**config.mk**
```make
export PLATFORM = sky130hd
export DESIGN_NAME = cohen_sutherland_line_clipper
export DESIGN_NICKNAME = d
export VERILOG_FILES = /design/src/sv/csclip_pkg.sv /design/src/sv/csclip_cfg.sv /design/src/sv/csclip_isect.sv /design/src/sv/cohen_sutherland_line_clipper.sv
export SDC_FILE = /design/constraint.sdc
export NUM_CORES = 2
export LEC_CHECK = 0
export ABC_AREA = 1
export BUFFER_PORTS_ARGS = -buffer_cell sky130_fd_sc_hd__buf_2
export CELL_PAD_IN_SITES_DETAIL_PLACEMENT = 0
export CELL_PAD_IN_SITES_GLOBAL_PLACEMENT = 1
export CORE_ASPECT_RATIO = 0.6
export CORE_MARGIN = 2
export CORE_UTILIZATION = 47
export DETAILED_ROUTE_END_ITERATION = 8
export PLACE_DENSITY = 0.83
export SYNTH_ARGS = -nofsm -noshare
export SYNTH_HDL_FRONTEND = slang
export SYNTH_SLANG_ARGS = --single-unit
export TNS_END_PERCENT = 100
```
**constraint.sdc**
```tcl
create_clock -name clk -period 9.9 [get_ports clk]
set_input_delay 1.485 -clock clk [delete_from_list [all_inputs] [get_ports clk]]
set_output_delay 1.485 -clock clk [all_outputs]
set_load 0.02 [all_outputs]
```
**src/sv/csclip_pkg.sv**
```systemverilog
package csclip_pkg;

  localparam int COORD_WIDTH = 16;
  localparam int DATA_WIDTH = 32;
  localparam int ADDR_WIDTH = 4;
  localparam int MAX_CLIPS = 4;
  localparam int CLIP_COUNT_WIDTH = $clog2(MAX_CLIPS + 1);

  typedef logic signed [COORD_WIDTH-1:0] coord_t;
  typedef logic signed [COORD_WIDTH:0] diff_t;
  typedef logic [3:0] outcode_t;

  localparam outcode_t OC_TOP = 4'h1;
  localparam outcode_t OC_BOTTOM = 4'h2;
  localparam outcode_t OC_RIGHT = 4'h4;
  localparam outcode_t OC_LEFT = 4'h8;

  localparam coord_t X_MIN_RESET = coord_t'(0);
  localparam coord_t Y_MIN_RESET = coord_t'(0);
  localparam coord_t X_MAX_RESET = coord_t'(639);
  localparam coord_t Y_MAX_RESET = coord_t'(479);

  typedef enum logic [1:0] {
    REG_X_MIN = 2'd0,
    REG_Y_MIN = 2'd1,
    REG_X_MAX = 2'd2,
    REG_Y_MAX = 2'd3
  } reg_index_t;

  typedef struct packed {
    coord_t x_min;
    coord_t y_min;
    coord_t x_max;
    coord_t y_max;
  } window_t;

  typedef struct packed {
    coord_t start_x;
    coord_t start_y;
    coord_t end_x;
    coord_t end_y;
  } request_t;

  typedef struct packed {
    logic   accepted;
    coord_t clipped_start_x;
    coord_t clipped_start_y;
    coord_t clipped_end_x;
    coord_t clipped_end_y;
  } result_t;

  typedef struct packed {
    logic   valid;
    coord_t base;
    diff_t  span;
    diff_t  num;
    diff_t  den;
  } isect_req_t;

  typedef struct packed {
    logic   done;
    coord_t value;
  } isect_rsp_t;

  function automatic outcode_t outcode(input coord_t x, input coord_t y, input window_t w);
    outcode_t c;
    c = '0;
    if (y > w.y_max) begin
      c = c | OC_TOP;
    end else if (y < w.y_min) begin
      c = c | OC_BOTTOM;
    end
    if (x > w.x_max) begin
      c = c | OC_RIGHT;
    end else if (x < w.x_min) begin
      c = c | OC_LEFT;
    end
    return c;
  endfunction

endpackage

```
**src/sv/csclip_cfg.sv**
```systemverilog
module csclip_cfg
  import csclip_pkg::*;
(
  input  logic                  clk,
  input  logic                  rst,
  input  logic                  psel,
  input  logic                  penable,
  input  logic                  pwrite,
  input  logic [ADDR_WIDTH-1:0] paddr,
  input  logic [DATA_WIDTH-1:0] pwdata,
  output logic [DATA_WIDTH-1:0] prdata,
  output logic                  pready,
  output window_t               window
);

  reg_index_t index;
  coord_t     read_value;

  assign index = reg_index_t'(paddr[3:2]);
  assign pready = 1'b1;

  always_ff @(posedge clk) begin
    if (rst) begin
      window.x_min <= X_MIN_RESET;
      window.y_min <= Y_MIN_RESET;
      window.x_max <= X_MAX_RESET;
      window.y_max <= Y_MAX_RESET;
    end else if (psel && penable && pwrite) begin
      unique case (index)
        REG_X_MIN: window.x_min <= coord_t'(pwdata[COORD_WIDTH-1:0]);
        REG_Y_MIN: window.y_min <= coord_t'(pwdata[COORD_WIDTH-1:0]);
        REG_X_MAX: window.x_max <= coord_t'(pwdata[COORD_WIDTH-1:0]);
        REG_Y_MAX: window.y_max <= coord_t'(pwdata[COORD_WIDTH-1:0]);
        default: ;
      endcase
    end
  end

  always_comb begin
    unique case (index)
      REG_X_MIN: read_value = window.x_min;
      REG_Y_MIN: read_value = window.y_min;
      REG_X_MAX: read_value = window.x_max;
      REG_Y_MAX: read_value = window.y_max;
      default:   read_value = '0;
    endcase
  end

  assign prdata = {{(DATA_WIDTH-COORD_WIDTH){1'b0}}, read_value};

endmodule

```
**src/sv/csclip_isect.sv**
```systemverilog
module csclip_isect
  import csclip_pkg::*;
(
  input  logic       clk,
  input  logic       rst,
  input  isect_req_t req,
  output isect_rsp_t rsp
);

  localparam int W = COORD_WIDTH;
  localparam int STEP_WIDTH = $clog2(2 * W);
  localparam logic [STEP_WIDTH-1:0] STEP_LAST = STEP_WIDTH'(2 * W - 1);

  typedef enum logic [1:0] {S_IDLE, S_MUL, S_DIV, S_FIN} state_t;

  state_t                state;
  coord_t                base;
  logic [W-1:0]          mag_a;
  logic [W-1:0]          mag_b;
  logic [W-1:0]          divisor;
  logic                  neg;
  logic [2*W-1:0]        dividend;
  logic [W-1:0]          rem;
  logic [W-1:0]          quo;
  logic [STEP_WIDTH-1:0] step;
  logic                  done;
  coord_t                value;

  logic [2*W-1:0] product;
  logic [W:0]     rem_shift;
  logic [W:0]     rem_diff;
  logic           fits;
  logic [W-1:0]   quo_signed;

  function automatic logic [W-1:0] mag(input diff_t v);
    diff_t n;
    n = v[W] ? -v : v;
    return n[W-1:0];
  endfunction

  assign product = mag_a * mag_b;
  assign rem_shift = {rem, dividend[2*W-1]};
  assign rem_diff = rem_shift - {1'b0, divisor};
  assign fits = rem_shift >= {1'b0, divisor};
  assign quo_signed = neg ? -quo : quo;

  always_ff @(posedge clk) begin
    if (rst) begin
      state <= S_IDLE;
      done <= 1'b0;
    end else begin
      done <= 1'b0;
      unique case (state)
        S_IDLE: begin
          if (req.valid) begin
            base <= req.base;
            mag_a <= mag(req.span);
            mag_b <= mag(req.num);
            divisor <= mag(req.den);
            neg <= req.span[W] ^ req.num[W] ^ req.den[W];
            state <= S_MUL;
          end
        end
        S_MUL: begin
          dividend <= product;
          rem <= '0;
          quo <= '0;
          step <= '0;
          state <= (divisor == '0) ? S_FIN : S_DIV;
        end
        S_DIV: begin
          dividend <= {dividend[2*W-2:0], 1'b0};
          rem <= fits ? rem_diff[W-1:0] : rem_shift[W-1:0];
          quo <= {quo[W-2:0], fits};
          step <= step + 1'b1;
          if (step == STEP_LAST) begin
            state <= S_FIN;
          end
        end
        S_FIN: begin
          value <= base + coord_t'(quo_signed);
          done <= 1'b1;
          state <= S_IDLE;
        end
        default: state <= S_IDLE;
      endcase
    end
  end

  assign rsp.done = done;
  assign rsp.value = value;

endmodule

```
**src/sv/cohen_sutherland_line_clipper.sv**
```systemverilog
// Cohen-Sutherland line clipper.
// Request channel: drive a segment on request and raise start; it is taken
// at a rising edge where start is high and busy is low. busy stays high
// until the result is shown.
// Result channel: done is high for exactly one cycle with result valid in
// that cycle. result.accepted flags a visible segment; a rejected segment
// reports all clipped coordinates as zero. The receiver cannot stall.
// Window: four 16-bit signed registers on the APB port at byte addresses
// 0 (x_min), 4 (y_min), 8 (x_max), 12 (y_max); write them only while idle.
// Each request makes n edge clips (0 to 4) before its result is shown.
// Each clip runs through one shared intersection unit: operand capture,
// a 16x16 multiply, a 32-step restoring divide at one quotient bit a cycle,
// a final add and handing the point back. One request at a time;
// the next may be issued in the cycle the result is shown.
// Reset: synchronous on rst; the window returns to 0,0 .. 639,479 and the
// block goes idle.
module cohen_sutherland_line_clipper
  import csclip_pkg::*;
(
  input  logic                  clk,
  input  logic                  rst,
  input  logic                  start,
  output logic                  busy,
  input  request_t              request,
  output logic                  done,
  output result_t               result,
  input  logic                  psel,
  input  logic                  penable,
  input  logic                  pwrite,
  input  logic [ADDR_WIDTH-1:0] paddr,
  input  logic [DATA_WIDTH-1:0] pwdata,
  output logic [DATA_WIDTH-1:0] prdata,
  output logic                  pready
);

  typedef enum logic [1:0] {ST_IDLE, ST_EVAL, ST_WAIT} state_t;

  window_t    window;
  isect_req_t isect_req;
  isect_rsp_t isect_rsp;

  state_t                      state;
  coord_t                      x0;
  coord_t                      y0;
  coord_t                      x1;
  coord_t                      y1;
  logic [CLIP_COUNT_WIDTH-1:0] clips;
  logic                        move_start;
  logic                        fix_y;
  coord_t                      fix_val;

  outcode_t c0;
  outcode_t c1;
  outcode_t co;
  logic     trivial_accept;
  logic     trivial_reject;
  logic     sel_fix_y;
  coord_t   sel_fix_val;

  csclip_cfg u_cfg (
    .clk     (clk),
    .rst     (rst),
    .psel    (psel),
    .penable (penable),
    .pwrite  (pwrite),
    .paddr   (paddr),
    .pwdata  (pwdata),
    .prdata  (prdata),
    .pready  (pready),
    .window  (window)
  );

  csclip_isect u_isect (
    .clk (clk),
    .rst (rst),
    .req (isect_req),
    .rsp (isect_rsp)
  );

  assign c0 = outcode(x0, y0, window);
  assign c1 = outcode(x1, y1, window);
  assign co = (c0 != '0) ? c0 : c1;
  assign trivial_accept = (c0 | c1) == '0;
  assign trivial_reject = ((c0 & c1) != '0) || (clips == CLIP_COUNT_WIDTH'(MAX_CLIPS));

  always_comb begin
    isect_req.valid = (state == ST_EVAL) && !trivial_accept && !trivial_reject;
    priority if ((co & OC_TOP) != '0) begin
      isect_req.base = x0;
      isect_req.span = diff_t'(x1) - diff_t'(x0);
      isect_req.num = diff_t'(window.y_max) - diff_t'(y0);
      isect_req.den = diff_t'(y1) - diff_t'(y0);
      sel_fix_y = 1'b1;
      sel_fix_val = window.y_max;
    end else if ((co & OC_BOTTOM) != '0) begin
      isect_req.base = x0;
      isect_req.span = diff_t'(x1) - diff_t'(x0);
      isect_req.num = diff_t'(window.y_min) - diff_t'(y0);
      isect_req.den = diff_t'(y1) - diff_t'(y0);
      sel_fix_y = 1'b1;
      sel_fix_val = window.y_min;
    end else if ((co & OC_RIGHT) != '0) begin
      isect_req.base = y0;
      isect_req.span = diff_t'(y1) - diff_t'(y0);
      isect_req.num = diff_t'(window.x_max) - diff_t'(x0);
      isect_req.den = diff_t'(x1) - diff_t'(x0);
      sel_fix_y = 1'b0;
      sel_fix_val = window.x_max;
    end else begin
      isect_req.base = y0;
      isect_req.span = diff_t'(y1) - diff_t'(y0);
      isect_req.num = diff_t'(window.x_min) - diff_t'(x0);
      isect_req.den = diff_t'(x1) - diff_t'(x0);
      sel_fix_y = 1'b0;
      sel_fix_val = window.x_min;
    end
  end

  always_ff @(posedge clk) begin
    if (rst) begin
      state <= ST_IDLE;
      busy <= 1'b0;
      done <= 1'b0;
    end else begin
      done <= 1'b0;
      unique case (state)
        ST_IDLE: begin
          if (start) begin
            x0 <= request.start_x;
            y0 <= request.start_y;
            x1 <= request.end_x;
            y1 <= request.end_y;
            clips <= '0;
            busy <= 1'b1;
            state <= ST_EVAL;
          end
        end
        ST_EVAL: begin
          if (trivial_accept || trivial_reject) begin
            done <= 1'b1;
            result.accepted <= trivial_accept;
            result.clipped_start_x <= trivial_accept ? x0 : '0;
            result.clipped_start_y <= trivial_accept ? y0 : '0;
            result.clipped_end_x <= trivial_accept ? x1 : '0;
            result.clipped_end_y <= trivial_accept ? y1 : '0;
            busy <= 1'b0;
            state <= ST_IDLE;
          end else begin
            move_start <= c0 != '0;
            fix_y <= sel_fix_y;
            fix_val <= sel_fix_val;
            state <= ST_WAIT;
          end
        end
        ST_WAIT: begin
          if (isect_rsp.done) begin
            if (move_start) begin
              x0 <= fix_y ? isect_rsp.value : fix_val;
              y0 <= fix_y ? fix_val : isect_rsp.value;
            end else begin
              x1 <= fix_y ? isect_rsp.value : fix_val;
              y1 <= fix_y ? fix_val : isect_rsp.value;
            end
            clips <= clips + 1'b1;
            state <= ST_EVAL;
          end
        end
        default: state <= ST_IDLE;
      endcase
    end
  end

`ifndef SYNTHESIS
  a_busy_after_request: assert property (@(posedge clk) disable iff (rst)
    start && !busy |=> busy)
    else $error("busy not raised after request");

  a_done_when_idle: assert property (@(posedge clk) disable iff (rst)
    done |-> !busy)
    else $error("result shown while busy");

  a_busy_ends_with_result: assert property (@(posedge clk) disable iff (rst)
    $fell(busy) |-> done)
    else $error("busy dropped without result");

  a_reject_zero: assert property (@(posedge clk) disable iff (rst)
    done && !result.accepted |-> result.clipped_start_x == '0 &&
      result.clipped_start_y == '0 && result.clipped_end_x == '0 &&
      result.clipped_end_y == '0)
    else $error("rejected segment with nonzero coordinates");
`endif

endmodule

```
Word-level counts from Yosys, hierarchy flattened
Index checks and enable logic that the tools add are counted.
{"block": "op_classes", "addsub": 14, "multipliers": 1, "order_cmp": 9, "n_eq_ne": 17, "n_mux": 60, "bitwise": 7, "n_reduce_logical": 34}
{"operator": "16-bit 2-to-1 mux", "n": 22}
{"operator": "16-bit one-hot mux with 2 select lines", "n": 6}
{"operator": "67-bit 2-to-1 mux", "n": 2}
{"operator": "16-bit by 16-bit subtractor with 17-bit output", "n": 6}
{"operator": "16-bit > comparator", "n": 4}
{"operator": "16-bit < comparator", "n": 4}
{"operator": "16-bit negator", "n": 4}
{"operator": "16-bit one-hot mux with 4 select lines", "n": 1}
{"operator": "32-bit one-hot mux with 2 select lines", "n": 1}
{"operator": "34-bit 2-to-1 mux", "n": 1}
{"operator": "16-bit by 16-bit multiplier with 32-bit output", "n": 1}
{"operator": "4-bit 2-to-1 mux", "n": 5}
{"operator": "17-bit by 16-bit >= comparator with 1-bit output", "n": 1}
{"operator": "16-bit adder", "n": 1}
{"operator": "16-bit zero test", "n": 1}
{"operator": "2-bit 2-to-1 mux", "n": 8}
{"operator": "2-bit AND reduction", "n": 8}
{"operator": "16-bit subtractor", "n": 1}
{"operator": "3-bit AND reduction", "n": 4}
{"operator": "2-bit equality test (second input constant)", "n": 5}
{"operator": "5-bit one-hot mux with 2 select lines", "n": 1}
{"operator": "5-bit AND reduction", "n": 2}
{"operator": "3-bit 2-to-1 mux", "n": 3}
{"operator": "2-bit inequality test (second input constant)", "n": 4}
{"operator": "other kinds (24)", "n": 46}
{"block": "totals", "regBits": 371, "out_inout_bits": 100, "elab_cells": 174}

Logic depth before layout (Yosys ltp)
{"block": "depth", "word_depth": 12, "ltp_mapped": 31}

Modules after synthesis
Synthesis repeated with hierarchy kept, for this count alone.
{"block": "unflattened", "hier_cells": 4694, "hier_area_um2": 35213.8}
{"module": "csclip_isect", "n_inst": 1, "cells_per_inst": 2336, "area_per_inst_um2": 18146.2}
{"module": "cohen_sutherland_line_clipper", "n_inst": 1, "cells_per_inst": 1893, "area_per_inst_um2": 14002.2}
{"module": "csclip_cfg", "n_inst": 1, "cells_per_inst": 465, "area_per_inst_um2": 3065.4}

Worst setup path after synthesis
No wires, ideal clock.
{"block": "synth_timing", "path_type": "register to register", "startpoint": "register x0[1]", "endpoint": "register u_isect.base[0] (enable)", "t_arrival_ns": 6.707, "setup_slack_ns": 2.612, "path_stages_with_launch": 16, "n_path_buf": 0, "cell_sequence": "edfxtp_1 > inv_1 > ha_1 > nand2_1 > nor2_2 > nand3_1 > nand3_2 > nand2_1 > nand2_1 > nand2_1 > nand2_2 > nand2_4 > nor2_8 > nand3_1 > nand4_1 > nor3b_1"}
{"block": "synth_between", "elab_chain_len": 9, "word_cells_on_any_way": 14, "classes_between": "2 x order compare; 2 x mux; 2 x bitwise; 8 x reduce/logical"}
{"item": "start, declared", "line": "cohen_sutherland_line_clipper.sv:43", "source": "coord_t x0;"}
{"item": "start signal, assigned", "line": "cohen_sutherland_line_clipper.sv:129", "source": "x0 <= request.start_x;"}
{"item": "start signal, assigned", "line": "cohen_sutherland_line_clipper.sv:158", "source": "x0 <= fix_y ? isect_rsp.value : fix_val;"}
{"item": "16-bit < comparator", "line": "csclip_pkg.sv:75", "source": "end else if (x < w.x_min) begin"}
{"item": "4-bit 2-to-1 mux", "line": "csclip_pkg.sv:75"}
{"item": "4-bit 2-to-1 mux *", "line": "csclip_pkg.sv:73", "source": "if (x > w.x_max) begin"}
{"item": "4-bit OR or 4-bit bitwise AND (tied branches)", "line": "cohen_sutherland_line_clipper.sv:83, cohen_sutherland_line_clipper.sv:84"}
{"item": "4-bit zero test or 4-bit nonzero test (tied branches)", "line": "cohen_sutherland_line_clipper.sv:83, cohen_sutherland_line_clipper.sv:84"}
{"item": "1-bit zero test or 1-bit logical OR (tied branches)", "line": "cohen_sutherland_line_clipper.sv:87, cohen_sutherland_line_clipper.sv:84"}
{"item": "1-bit logical AND or 1-bit zero test (tied branches)", "line": "cohen_sutherland_line_clipper.sv:87", "source": "isect_req.valid = (state == ST_EVAL) && !trivial_accept && !trivial_reject;"}
{"item": "1-bit logical AND *", "line": "cohen_sutherland_line_clipper.sv:87"}
{"item": "3-bit AND reduction (no source line) *"}
{"item": "end signal, assigned", "line": "csclip_isect.sv:56", "source": "base <= req.base;"}
{"item": "end, declared", "line": "csclip_isect.sv:17", "source": "coord_t base;"}
Every way passes the cells marked *; elsewhere a longest branch is shown, timed or not.
A chain may end at the register's enable or synchronous reset.

Worst setup path after layout
{"block": "layout_timing", "startpoint": "register u_isect.mag_a[8]", "endpoint": "register u_isect.dividend[31] (data pin)"}
{"block": "layout_between", "elab_chain_len": 2}
{"item": "start, declared", "line": "csclip_isect.sv:18", "source": "logic [W-1:0] mag_a;"}
{"item": "start signal, assigned", "line": "csclip_isect.sv:57", "source": "mag_a <= mag(req.span);"}
{"item": "16-bit by 16-bit multiplier with 32-bit output", "line": "csclip_isect.sv:41", "source": "assign product = mag_a * mag_b;"}
{"item": "32-bit one-hot mux with 2 select lines", "line": "csclip_isect.sv:53", "source": "unique case (state)"}
{"item": "end signal, assigned", "line": "csclip_isect.sv:65", "source": "dividend <= product;"}
{"item": "end signal, assigned", "line": "csclip_isect.sv:72", "source": "dividend <= {dividend[2*W-2:0], 1'b0};"}
{"item": "end, declared", "line": "csclip_isect.sv:22", "source": "logic [2*W-1:0] dividend;"}
Every way passes these cells.

==> results.toml <==
[sta]
skew_ns = 0.0623
timing.hold.ws_ns = 0.494
final.period_utilization_pct = 72.4
slew_viol_final = 0
tightest_slew_ns = 1.29
fmax_ghz = 0.140
rsz0062_at_grt = "no"
setup_slack_ns = 2.74
fin_setup_tns_ns = 0
hold_violations = 0
period_minus_slack_ns = 7.16
slew-limit-headroom_pct = 14.0
report.final.setup_viol = 0

[clock_network]
root_buffer = "clkbuf_16"
cts_hold_buf = 0
cts.path.max_buffers = 3
cts_resized = 0
post_cts_buffers = 0
cts_tree = "yes"
h-tree-depth = 2
clock_latency_ns = 0.62
numCtsBuffers = 41
clk_pin_slew_ns = 0.07
cts.sinks = 371

[synthesis]
netlist_instances = 4298
ys_seq_area_share_pct = 30.8
yosysMostFrequentCell = "nand2_1"
synth_top_family_by_area = "adder cells"
ys_seq_elements = 371
synth_flop_cell = "edfxtp_1"
yosys.area_share.adder_pct = 23.2
netlist_top_cells_count = "nand2_1, inv_1, ha_1"
synth_compound_area_share_pct = 11.2
synth-warning-count = 0
synth_edf_count = 300
synth_area_leaders = "edfxtp_1, nand2_1, fa_1"
avgSynthCellArea_um2 = 7.89
ys_types = 62
yosysTopAreaCellShare_pct = 26.6
synthMuxAreaShare_pct = 0
yosys.area.top_type = "edfxtp_1"
syn_area_um2 = 33900
yosys.area_share.simple_pct = 19.8
synth_xor_area_share_pct = 3.84
async_reset_ff_share_pct = 0

[hold_path]
hp-start = "busy$_SDFFE_PP0P_"
hold_class = "reg2reg"
hold_depth = 2
hold_end = "busy$_SDFFE_PP0P_"

[placement]
dpl-instance-area_um2 = 35400
pre_cts_slack_ns = 2.92
io_buffers = 170
gp_congestion = 1.02
dpl.hpwl_um = 88100

[critical_path]
r2r_cells = 18
arrival_ns = 7.44
end_kind = "register"
cp-start-kind = "register"
r2r-end = "u_isect.dividend[31]$_DFFE_PP_"
critPathKind = "reg2reg"
rrSetupSlack_ns = 2.74
crit_required_ns = 10.17
path_max_fanout = 16
r2r-start = "u_isect.mag_a[8]$_DFFE_PP_"

[floorplan]
ioPinCount = 206
die_h_um = 212
coreArea_um2 = 71600
die_x_um = 351
initial_core_util_pct = 47.4
num_rows = 76
dieArea_um2 = 74400

[detailed_routing]
viasPerCell = 5.31
routedWlPerCell_um = 20.2
dr.pass1.iters = 6
antenna_left = 0
totalWireLength_um = 109000
drt_iter0_drc = 3232
route.detailed.drc = 0
dr_total_vias = 28600

[global_route]
met2_usage_pct = 36.7
grt_max_degree = 101
antenna_found_initial = 3
gr-total-overflow = 0
top_usage_layer = "met1"
use_met3_pct = 12.5
met1_usage_pct = 46.9
grt_pass1_wl_um = 164000
grt_use_total_pct = 29.8
grt_pass1_vias = 26800

[power_and_ir_drop]
internal_power_w = 0.00564
powerDensity_nw_per_um2 = 305
p_leak_nw = 18.5
clock_power_share_pct = 13.9
p_seq_share_pct = 21.2
p_sw_w = 0.00556
ir_worst_vdd_mv = 0.443
swShare_pct = 49.6
power_frac_comb_pct = 64.9
p_total_w = 0.0112

[cells_and_area]
postLayoutCellArea_um2 = 36700
drive_above_1_share_pct = 8.26
final_net_count = 4988
regArea_um2 = 10400
fillers = 7004
multi_input_comb_area_um2 = 19800
areaGrowthSynthToFinish_pct = 8.35

[run]
cap_violations = 0

[run_status]
status = "finished clean"
flip-flops by register name (all words and copies together), names as in the netlist, 5 cells and up:
signal and cells:
u_isect.value 16, x1 16, u_isect.step 5, result 65, u_isect.quo 16, u_isect.mag_b 16
u_isect.mag_a 16, u_isect.base 16, u_isect.dividend 32, fix_val 16, u_cfg.window 64, u_isect.divisor 16
y1 16, x0 16, y0 16, u_isect.rem 16
through the flow:
stage | utilization, % | std cells
after floorplan | - | 4313
after global placement | 49.5 | 5307
after detailed placement | 49.5 | 5307
after CTS | 51.3 | 5383
after global routing | 51.3 | 5383
final | 51.3 | 5384
area by class of cell:
class | count | share of cell area [%]
repair buffers | 190 | 2.72
multi-input cells | 2976 | 53.8
clock buffers | 53 | 2.94
inverters | 795 | 8.13
clock inverters | 23 | 0.667
diodes | 1 | 0.00681
flip-flops and latches | 371 | 28.4
well taps | 975 | 3.32
power groups by stage:
stage | clock network (W) | registers (W) | logic, W
2_1_floorplan | 0 | 0.00233 | 0.00532
3_3_place_gp | 0 | 0.00240 | 0.00711
3_5_place_dp | 0 | 0.00240 | 0.00717
4_1_cts | 0.00158 | 0.00237 | 0.00724
5_1_grt | 0.00163 | 0.00239 | 0.00842
6_report | 0.00155 | 0.00238 | 0.00726
worst max-delay path, cell delays in order, from the launching register on:
cell      delay (ns)
edfxtp_1        0.99
nand2_1         0.17
fa_1            0.57
fa_1            0.43
fa_1            0.52
inv_1           0.05
ha_1            0.32
fa_1            0.54
inv_1           0.06
fa_1            0.53
inv_1           0.05
ha_1            0.36
nand2_1         0.06
o21ai_0         0.31
a21boi_0        0.25
o21ai_0         0.53
nand4_1         0.18
and3_1          0.19
o31ai_1         0.73
worst max path at each step:
stage / startpoint / end / slack (ns) / depth (start not counted)
5_1_grt: u_isect.mag_a[7]$_DFFE_PP_ / u_isect.dividend[31]$_DFFE_PP_ / 2.48 / 18
6_report: u_isect.mag_a[8]$_DFFE_PP_ / u_isect.dividend[31]$_DFFE_PP_ / 2.74 / 18
3_3_place_gp: u_isect.mag_a[7]$_DFFE_PP_ / u_isect.dividend[31]$_DFFE_PP_ / 2.91 / 18
4_1_cts: u_isect.mag_a[7]$_DFFE_PP_ / u_isect.dividend[31]$_DFFE_PP_ / 2.88 / 18
3_5_place_dp: u_isect.mag_a[7]$_DFFE_PP_ / u_isect.dividend[31]$_DFFE_PP_ / 2.92 / 18
2_1_floorplan: x0[1]$_DFFE_PP_ / u_isect.base[0]$_DFFE_PP_ / 2.61 / 15
cells in the final DEF, fill, tap and decap left out, types with 44 or more instances in the layout:
| cell type | netlist | routed |
|---|---|---|
| xnor2_1 | 44 | 44 |
| a21oi_1 | 303 | 302 |
| edfxtp_1 | 300 | 300 |
| inv_1 | 783 | 781 |
| fa_1 | 202 | 202 |
| nand2_1 | 1093 | 1093 |
| ha_1 | 305 | 304 |
| buf_2 | 10 | 170 |
| o21ai_0 | 229 | 229 |
| xor2_1 | 103 | 103 |
| dfxtp_1 | 71 | 71 |
| nor2_1 | 243 | 241 |
| nand3_1 | 124 | 123 |
cell families (layout without fill, tap and decap cells):
| family | after synthesis | count (layout) |
|---|---|---|
| and+or+nand+nor | 1620 | 1620 |
| buffers and inverters | 966 | 1061 |
| AOI/OAI and AO/OA | 684 | 684 |
| adders and majority gates | 507 | 507 |
| DFF | 371 | 371 |
| xor gates and xnor gates | 148 | 148 |
| other | 2 | 18 |
layer usage:
metal / up-vias / wire, um
li1: 13800 / -
met1: 13400 / 53200
met2: 1217 / 38300
met3: 102 / 15400
met4: 0 / 1920
met5: - / 0
Note: power is estimated with default switching activity, not from simulation.
